$ cat src/rtl/core/rectangle_line_clipper_assert.svh
// ----------------------------------------------------------------------------
// rectangle_line_clipper_assert.svh
// Assertion macros used by the clipper RTL.
// ----------------------------------------------------------------------------
`ifndef RECTANGLE_LINE_CLIPPER_ASSERT_SVH
`define RECTANGLE_LINE_CLIPPER_ASSERT_SVH

// Same-cycle implication, disabled during reset.
`define RLC_ASSERT_IMP(lbl, ck, rn, ante, cons) \
  lbl: assert property (@(posedge ck) disable iff (!rn) (ante) |-> (cons)) \
    else $error("rectangle_line_clipper: implication check failed");

// Implication delayed by the dly argument, disabled during reset.
`define RLC_ASSERT_DLY(lbl, ck, rn, ante, dly, cons) \
  lbl: assert property (@(posedge ck) disable iff (!rn) (ante) |-> ##(dly) (cons)) \
    else $error("rectangle_line_clipper: latency check failed");

`endif

$ cat src/rtl/core/rlc_div.sv
// ----------------------------------------------------------------------------
// rlc_div
// Pipelined unsigned restoring divider, one quotient bit per stage.
// Computes floor(num * 2^FRAC_BITS / den) for num <= den.
// ----------------------------------------------------------------------------
module rlc_div #(
  parameter int COORD_BITS = 13,
  parameter int FRAC_BITS  = 16
) (
  input  logic                  clk,
  input  logic [COORD_BITS-1:0] num,
  input  logic [COORD_BITS-1:0] den,
  output logic [FRAC_BITS:0]    quo
);

  logic [COORD_BITS-1:0] rem_r [FRAC_BITS];
  logic [COORD_BITS-1:0] den_r [FRAC_BITS];
  logic [FRAC_BITS:0]    quo_r [FRAC_BITS+1];

  genvar j;
  generate
    for (j = 0; j <= FRAC_BITS; j++) begin : g_stage
      logic [COORD_BITS:0]   r_in;
      logic [COORD_BITS-1:0] d_in;
      logic [FRAC_BITS:0]    q_in;
      logic [COORD_BITS:0]   diff;
      logic                  ge;

      // Select the partial remainder entering this stage.
      if (j == 0) begin : g_first
        assign r_in = {1'b0, num};
        assign d_in = den;
        assign q_in = '0;
      end else begin : g_next
        assign r_in = {rem_r[j-1], 1'b0};
        assign d_in = den_r[j-1];
        assign q_in = quo_r[j-1];
      end

      // Trial subtraction decides one quotient bit.
      assign diff = r_in - {1'b0, d_in};
      assign ge   = (r_in >= {1'b0, d_in});

      always_ff @(posedge clk) begin
        quo_r[j] <= {q_in[FRAC_BITS-1:0], ge};
      end

      if (j < FRAC_BITS) begin : g_rem
        always_ff @(posedge clk) begin
          rem_r[j] <= ge ? diff[COORD_BITS-1:0] : r_in[COORD_BITS-1:0];
          den_r[j] <= d_in;
        end
      end
    end
  endgenerate

  assign quo = quo_r[FRAC_BITS];

endmodule

$ cat config.mk
export PLATFORM = sky130hd
export DESIGN_NAME = rlc_div
export DESIGN_NICKNAME = d
export VERILOG_FILES = /design/src/rtl/core/rectangle_line_clipper_assert.svh /design/src/rtl/core/rlc_div.sv
export SDC_FILE = /design/constraint.sdc
export NUM_CORES = 1
export LEC_CHECK = 0
export BUFFER_PORTS_ARGS = -buffer_cell sky130_fd_sc_hd__buf_2
export CORE_UTILIZATION = 65
export CTS_CLUSTER_DIAMETER = 200
export DETAILED_ROUTE_END_ITERATION = 16
export PLACE_DENSITY = 0.82
export REMOVE_ABC_BUFFERS = 1
export SLEW_MARGIN = 20
export SYNTH_ARGS = -nofsm -noshare
export SYNTH_HDL_FRONTEND = slang
export SYNTH_SLANG_ARGS = --single-unit
$ cat constraint.sdc
create_clock -name clk -period 6.8 [get_ports clk]
set_input_delay 0.34 -clock clk [delete_from_list [all_inputs] [get_ports clk]]
set_output_delay 0.34 -clock clk [all_outputs]
set_load 0.02 [all_outputs]
==> impl_metrics.yaml, run 1 <==
drt:
  wl_met2_um: 27480
  viasPerCell: 5.802
  vias: 18450
  wl_met3_um: 2228
  drc_errors: 1
  first_iter_violations: 1028
  top_layer: "met4"
  routedWlPerCell_um: 17.11
  firstDrtPassIters: 11
  drt-met1-wl_um: 21900
  ant_nets: 0
  routed_wl_um: 54400
power:
  p_per_area_nw_per_um2: 543.7
  p_leak_nw: 12.84
  ir_worst_vdd_mv: 0.3065
timing:
  relSlewSlack: 0.2845
  final.setup.worst_slack_ns: 3.761
  worst_pin_slew_ns: 1.070
  grt_setup_unrepaired: "false"
  setup_viol: 0
  fin_skew_ns: 0.02850
  period_share: 0.4470
  hold_violations: 0
  fin_crit_ns: 3.039
  report.final.slew_viol_count: 0
  fmax_ghz: 0.3290
  setup_tns_ns: 0
die:
  dieArea_um2: 39210
  num_rows: 71
  die_h_um: 198.0
  core_area_um2: 37760
  die_w_um: 198.0
  start_util: 0.6614
  ios: 44
placed_design:
  port_buffers: 43
  hpwl_um: 39410
  dp_slack_ns: 3.710
  routabilityCongestion: 0.8947
cells_and_area:
  drive_above_1_share: 0.1038
  area.growth.synth_to_final_pct: 11.58
  nets: 2888
  antenna_cells: 0
synth:
  synth_top_area_share: 0.4561
  synthTopCellsByArea: "dfxtp_1 46%, ha_1 11%, mux2_2 4.2%"
  syn_area_per_cell_um2: 9.824
  ys.flop_type: "dfxtp_1"
  synth.distinct_cells: 81
  ys_ff_latch: 569
  syn-instance-count: 2542
  synth.cell_area_um2: 24970
  async_reset_ff_frac: 0
  synth-edff-count: 0
  yosysWarnings: 0
  seq_area_frac_synth: 0.4561
  yosys.area.top_type: "dfxtp_1"
clock_network:
  cts.repair.resized: 0
  h-tree-depth: 2
  root_buffer: "clkbuf_16"
  cts_sinks: 569
  cts.path.max_buffers: 3
  cts_tree: "built"
  cts_setup_buffers: 0
  insertion_delay_ns: 0.62
  clk_pin_slew_ns: 0.07
  cts-buffers-inserted: 55
status:
  violations: "design-rule violations"
  status: "complete, but fails checks"
global_routing:
  overflow: 0
  grt_max_degree: 25
  gr-usage-all-layers: 0.2794
  grt_pass1_wl_um: 87950
  antenna_found_initial: 0
  grt_pass1_vias: 18358
setup_path:
  crit_arrival_ns: 3.53
  cp_num_buf_inv: 1
  cp-end-kind: "flip-flop"
  max_stage_delay_ns: 0.89
  crit_chain: "inv_1, fa_1, nor2b_1, o31a_1, o31ai_1, a31oi_2, o211ai_1, o32a_1"
  crit_type: "reg2reg"
  cp-start-kind: "flip-flop"
  worstPathRequired_ns: 7.29
  slowest_stage: "a31oi_2"
  path_delay_family: "compound AO/OA/AOI/OAI gates"
  cp_max_fo: 21
run:
  cap_violations: 0
min_path:
  hold_class: "in2reg"
-- synth_stat cells, types with 46 or more instances --
library cell	number
nand2_1	126
nor3_1	53
xnor2_1	61
mux2_2	94
ha_1	220
nor2b_1	49
o21ai_0	120
a21oi_1	190
xor2_1	46
a21o_1	46
nor2_1	158
inv_1	279
o21a_1	59
dfxtp_1	569
-- placed cells by master, fill, tap and decap left out, types with 49 or more instances in the layout --
cell,count
a21oi_1,190
clkbuf_16,56
dfxtp_1,569
ha_1,220
inv_1,279
mux2_2,94
nand2_1,126
nor2_1,158
nor2b_1,49
nor3_1,53
o21a_1,59
o21ai_0,120
xnor2_1,61
-- flip-flops by register name (all words and copies together) (netlist names) --
register,flops
den_r,208
rem_r,208
quo_r,153
-- path summary, 6_finish.rpt --
check | start | to | slack, ns | cells after the start
setup / recovery | rem_r[0][65] | rem_r[0][89] | 3.76 | 8
hold / removal | num[0] | rem_r[0][0] | 0.04 | 3
setup reg to reg | rem_r[0][65] | rem_r[0][89] | 3.76 | 8
hold reg to reg | quo_r[12][6] | quo_r[13][7] | 0.31 | 0
-- worst reg2reg max path, cell delays in order, from the launching register on --
cell      delay, ns
dfxtp_1        0.38
inv_1          0.08
fa_1           0.47
nor2b_1        0.17
o31a_1         0.21
o31ai_1        0.16
a31oi_2        0.90
o211ai_1       0.21
o32a_1         0.34
-- metal layers --
metal  up-vias  GRT usage
li1       9033          -
met3       189    0.04173
met5         -          0
met1      8678     0.3095
met4         0     0.1436
met2       550     0.5158
-- layout make-up --
| class | count | area [µm²] |
|---|---|---|
| clock inverter | 35 | 524.3 |
| clock buffer | 66 | 1489 |
| tap | 511 | 639.4 |
| sequential | 569 | 11390 |
| timing repair buffer | 68 | 462.9 |
| inverter | 279 | 1047 |
| multi-input combinational | 1652 | 12310 |
| fill | 2578 | 9889 |
-- power breakdown --
part / internal [W] / switching (W) / total, W
Combinational: 0.00303 / 0.00371 / 0.00675
Sequential: 0.00449 / 0.000599 / 0.00509
Clock: 0.00199 / 0.00132 / 0.00331
-- logic make-up (layout without fill, tap and decap cells) --
| group | count (synthesis) | in the layout | synth area share |
|---|---|---|---|
| buf+inv | 321 | 448 | 0.05171 |
| compound gates | 622 | 622 | 0.1629 |
| fa+ha+maj | 236 | 236 | 0.1231 |
| mux | 123 | 123 | 0.05581 |
| simple gates | 564 | 564 | 0.1128 |
| flops | 569 | 569 | 0.4561 |
| xor+xnor | 107 | 107 | 0.03753 |
-- per-stage QoR --
stage	instances	utilization	total power (W)	area, µm²	hold WS (ns)
after floorplan	2500	-	0.01010	24730	0.3096
after global routing	3180	0.7381	0.01615	27870	0.03993
after CTS	3180	0.7377	0.01512	27850	0.009392
after detailed placement	3055	0.6780	0.01167	25600	0.3121
final	3180	0.7381	0.01515	27870	0.04076
after global placement	3055	0.6780	0.01139	25600	0.3095
-- timing repair --
action	CTS	global route
hold buffers	24	0
endpoints found under the hold margin	24	0
endpoints found under the setup margin	0	0
Power figures use the tool's default switching activity.
==> run 2, diff against run 1 <==
- CORE_UTILIZATION: 65 -> 63
- PLACE_DENSITY: 0.82 -> 0.8
- clock period: 6.8 -> 3.1 ns (I/O delays scaled with it)
==> run 2 against run 1 <==
Effect of this change: the run now ends clean; sequential share of layout area increased by 0.090 points; design area fell by 0.22%; clock power up 110%; routed wire length down 0.64%; final cell count grew 0.53%; via count down 0.80%; flip-flop and latch count unchanged; clock skew shrank 0.0078 ns; setup slack worse by 3.5 ns; first-iteration DRC count is 3.5% lower; largest power group unchanged; highest routed layer unchanged.
==> impl_metrics.yaml, run 2 (synthesis gave the netlist of run 1 again) <==
placed_design:
  hpwl_um: 39180
  dp_slack_ns: 0.3058
  postPlaceCellArea_um2: 25670
  routabilityCongestion: 0.8917
  port_buffers: 43
timing:
  setup_viol: 0
  worst_pin_slew_ns: 0.7808
  setup_tns_ns: 0
  fin_skew_ns: 0.02066
  hold_violations: 0
  final.setup.worst_slack_ns: 0.2654
  relSlewSlack: 0.4793
  period_share: 0.9144
  grt_setup_unrepaired: "false"
  fin_crit_ns: 2.835
  report.final.slew_viol_count: 0
  fmax_ghz: 0.3528
cells_and_area:
  final_cell_mix: "569 x dfxtp_1, 279 x inv_1, 220 x ha_1"
  final_area_um2: 27800
  multi_input_area_um2: 12300
  drive_above_1_share: 0.1049
  nets: 2899
  fillers: 2789
  register_area_um2: 11390
  area.growth.synth_to_final_pct: 11.34
  top_regs: "den_r (208), rem_r (208), quo_r (153)"
  antenna_cells: 0
  final_common_cell: "dfxtp_1"
die:
  die_w_um: 201.1
  num_rows: 72
  dieArea_um2: 40440
  ios: 44
  start_util: 0.6432
  core_area_um2: 38830
  die_h_um: 201.1
global_routing:
  grt_pass1_wl_um: 88310
  gr-usage-all-layers: 0.2668
  antenna_found_initial: 0
  overflow: 0
  grt_max_degree: 24
  grt_pass1_vias: 18161
min_path:
  hold_class: "in2reg"
setup_path:
  regToRegSetupSlack_ns: 0.27
  rr_worst_depth: 8
  cp-end-kind: "flip-flop"
  crit_start: "rem_r[0][13]"
  cp-start-kind: "flip-flop"
  r2r_start: "rem_r[0][13]"
  worstPathRequired_ns: 3.60
  rr_endpoint: "rem_r[0][31]"
  crit_type: "reg2reg"
  cp_max_fo: 13
  worstSetupEndpoint: "rem_r[0][31]"
  crit_arrival_ns: 3.33
clock_network:
  clk_pin_slew_ns: 0.06
  cts.path.max_buffers: 3
  cts-buffers-inserted: 55
  root_buffer: "clkbuf_16"
  cts_tree: "built"
  cts_sinks: 569
  cts_setup_buffers: 0
  cts.repair.resized: 0
  insertion_delay_ns: 0.63
  h-tree-depth: 2
power:
  ir_worst_vdd_mv: 0.9524
  p_per_area_nw_per_um2: 1180
  p_leak_nw: 12.82
drt:
  first_iter_violations: 992
  routedWlPerCell_um: 16.91
  drc_errors: 0
  ant_nets: 0
  firstDrtPassIters: 8
  vias: 18302
  routed_wl_um: 54050
  viasPerCell: 5.725
run:
  cap_violations: 0
status:
  status: "finished, final reports clean"
[run 2: changes by cell type in the layout (fill, tap and decap cells not counted), sizes merged]
cell	before	now
dlygate4sd3	24	26
buf	44	53
clkbuf	66	71
bufinv	11	5
[run 2: repair_timing]
| item | 4_1_cts | 5_1_grt |
|---|---|---|
| hold buffers | 26 | 0 |
| hold endpoints to repair | 26 | 0 |
| endpoints found under the setup margin | 0 | 0 |
[run 2: area by class of cell]
cell class,count,share of cell area
clock buffers,71,0.05418
clock inverters,29,0.01310
inverters,279,0.03767
multi-input cells,1652,0.4423
flip-flops and latches,569,0.4097
well taps,518,0.02331
repair buffers,79,0.01980
[run 2: worst min-delay path by stage]
stage / startpoint / end / slack, ns / cells after the start
floorplan: den[0] / den_r[0][0] / 0.18 / 0
global placement: den[6] / den_r[0][6] / 0.27 / 1
detailed placement: den[3] / den_r[0][3] / 0.27 / 1
CTS: den[10] / den_r[0][10] / 0.17 / 2
global route: den[10] / den_r[0][10] / 0.18 / 2
finish: den[3] / den_r[0][3] / 0.19 / 2
[run 2: report_power, final]
part | leakage, nW | switching [W] | total (W) | internal, W
Sequential | 4.80 | 0.00133 | 0.0112 | 0.00985
Combinational | 7.13 | 0.00807 | 0.0148 | 0.00676
Clock | 0.902 | 0.00290 | 0.00679 | 0.00389
Total | 12.8 | 0.0123 | 0.0328 | 0.0205
[run 2: per-stage QoR]
| step | util | std cells | hold slack (ns) | total power [W] |
|---|---|---|---|---|
| after global routing | 0.7161 | 3197 | 0.1797 | 0.03504 |
| after global placement | 0.6612 | 3071 | 0.2706 | 0.02513 |
| after CTS | 0.7161 | 3197 | 0.1712 | 0.03277 |
| final | 0.7161 | 3197 | 0.1875 | 0.03280 |
| after floorplan | - | 2500 | 0.1827 | 0.02215 |
| after detailed placement | 0.6612 | 3071 | 0.2728 | 0.02568 |
[run 2: per-layer routing]
layer | up-vias | share of wire | GRT usage
li1 | 9041 | - | -
met1 | 8607 | 0.41 | 0.3111
met2 | 506 | 0.50 | 0.4837
met3 | 148 | 0.044 | 0.04065
met4 | 0 | 0.040 | 0.1142
met5 | - | 0 | 0
[run 2: worst max-delay path, stage by stage (launching register included)]
cell      delay (ns)
dfxtp_1         0.36
inv_1           0.08
fa_1            0.47
nand2b_1        0.18
a21o_1          0.19
a311o_1         0.35
o21bai_4        0.20
or2_1           0.49
mux2_2          0.40
==> run 3, diff against run 2 <==
- MAX_ROUTING_LAYER: default -> met4
==> run 3 against run 2 <==
Effect of this change: sequential share of layout area down 0.090 points; sequential power barely moved; critical path depth stayed put; design area rose by 0.22%; flip-flop and latch count did not move; non-clock buffer count did not move; count of clock-buffer cells in the layout grew 2; global-route usage rose by 0.50 points; critical path type unchanged; highest routed layer unchanged.
==> impl_metrics.yaml, run 3 (synthesis gave the netlist of run 1 again) <==
drt:
  firstDrtPassIters: 5
  viasPerCell: 5.696
  drc_errors: 0
  vias: 18228
  routedWlPerCell_um: 16.67
  routed_wl_um: 53360
  ant_nets: 0
  first_iter_violations: 1012
global_routing:
  grt_pass1_vias: 18110
  overflow: 0
  antenna_found_initial: 0
  met2_usage: 0.4697
  grt_most_used_layer: "met2"
  gr-usage-all-layers: 0.2718
  grt_use_met1: 0.3103
  use_met3: 0.04130
  grt_max_degree: 24
  grt_pass1_wl_um: 87520
setup_path:
  cp-end-kind: "flip-flop"
  rr_endpoint: "rem_r[1][9]"
  cp-start-kind: "flip-flop"
  worstSetupEndpoint: "rem_r[1][9]"
  max_stage_delay_ns: 0.55
  r2r_start: "rem_r[0][91]"
  crit_arrival_ns: 3.29
  crit_chain: "inv_1, fa_1, nor2b_1, o31a_1, o21ai_1, a211oi_1, or2_1, mux2_2"
  path_delay_family: "simple AND/OR/NAND/NOR gates"
  cp_num_buf_inv: 1
  crit_start: "rem_r[0][91]"
  rr_worst_depth: 8
  worstPathRequired_ns: 3.58
  cp_max_fo: 14
  slowest_stage: "or2_1"
  cp_num_cells: 8
  regToRegSetupSlack_ns: 0.29
  crit_type: "reg2reg"
clock_network:
  cts.path.max_buffers: 3
  cts_sinks: 569
  h-tree-depth: 2
  root_buffer: "clkbuf_16"
  holdBufCountCts: 26
  cts.repair.resized: 0
  clk_pin_slew_ns: 0.06
  cts_tree: "built"
  cts-buffers-inserted: 56
  cts_setup_buffers: 0
  insertion_delay_ns: 0.60
power:
  clkPwrFrac: 0.211
  combinationalPowerShare: 0.449
  p_per_area_nw_per_um2: 1181
  switching_power_w: 0.01218
  power.total_w: 0.03290
  p_seq_frac: 0.340
  switching_share: 0.3702
  p_int_w: 0.02072
  ir_worst_vdd_mv: 0.8399
  p_leak_nw: 12.86
cells_and_area:
  final_common_cell: "dfxtp_1"
  top_regs: "den_r (208), rem_r (208), quo_r (153)"
  final_cell_mix: "569 x dfxtp_1, 279 x inv_1, 220 x ha_1"
  antenna_cells: 0
  area.growth.synth_to_final_pct: 11.58
  drive_above_1_share: 0.1070
  nets: 2900
  final_area_um2: 27870
timing:
  fin_skew_ns: 0.01471
  worst_pin_slew_ns: 0.7779
  report.final.slew_viol_count: 0
  hold_violations: 0
  setup_viol: 0
  grt_setup_unrepaired: "false"
  setup_tns_ns: 0
  period_share: 0.9071
  fin_crit_ns: 2.812
  relSlewSlack: 0.4813
  fmax_ghz: 0.3556
  final.setup.worst_slack_ns: 0.2881
die:
  die_h_um: 201.1
  die_w_um: 201.1
  ios: 44
  start_util: 0.6432
  core_area_um2: 38830
  dieArea_um2: 40440
  num_rows: 72
placed_design:
  dp_slack_ns: 0.3000
  port_buffers: 43
  routabilityCongestion: 0.9045
  postPlaceCellArea_um2: 25670
  hpwl_um: 39180
run:
  cap_violations: 0
status:
  status: "finished, final reports clean"
min_path:
  hold_class: "in2reg"
## run 3: metal layers
metal / share of wire / vias to the layer above
li1: - / 9077
met4: 0.043 / 0
met2: 0.50 / 460
met3: 0.041 / 151
met5: 0 / -
met1: 0.42 / 8540
## run 3: worst min path at each step
| stage | startpoint | end | slack, ns | cells after the start |
|---|---|---|---|---|
| 5_1_grt | den[11] | den_r[0][11] | 0.21 | 2 |
| 4_1_cts | den[3] | den_r[0][3] | 0.18 | 2 |
| 3_5_place_dp | den[9] | den_r[0][9] | 0.27 | 1 |
| 3_3_place_gp | den[6] | den_r[0][6] | 0.27 | 1 |
| 6_report | den[2] | den_r[0][2] | 0.21 | 2 |
| 2_1_floorplan | den[0] | den_r[0][0] | 0.18 | 0 |
## run 3: power by group through the flow
stage | combinational [W] | sequential (W) | clock (W)
2_1_floorplan | 0.0114 | 0.0108 | 0
3_5_place_dp | 0.0144 | 0.0113 | 0
3_3_place_gp | 0.0139 | 0.0113 | 0
5_1_grt | 0.0164 | 0.0114 | 0.00739
6_report | 0.0148 | 0.0112 | 0.00695
4_1_cts | 0.0146 | 0.0112 | 0.00706
## run 3: area by class of cell
cell class | instances | area [µm²]
fillers | 2773 | 10960
well taps | 518 | 648.1
flip-flops and latches | 569 | 11390
clock buffers | 73 | 1587
inverters | 279 | 1047
clock inverters | 30 | 345.3
multi-input cells | 1652 | 12300
repair buffers | 79 | 550.5
## run 3: per-stage QoR
stage / hold slack, ns / utilization / cells
floorplan: 0.1827 / - / 2500
global placement: 0.2702 / 0.6612 / 3071
detailed placement: 0.2729 / 0.6612 / 3071
CTS: 0.1818 / 0.7177 / 3200
global route: 0.2107 / 0.7177 / 3200
finish: 0.2127 / 0.7177 / 3200
## run 3: worst reg2reg max path: cells and delay by family, from the launching register on
family,cells,cell delay [ns]
buffers and inverters,1,0.08
AO/OA/AOI/OAI,3,0.67
flip-flops,1,0.36
multiplexers,1,0.41
adder cells (fa/ha/maj),1,0.47
AND/OR/NAND/NOR,2,0.71
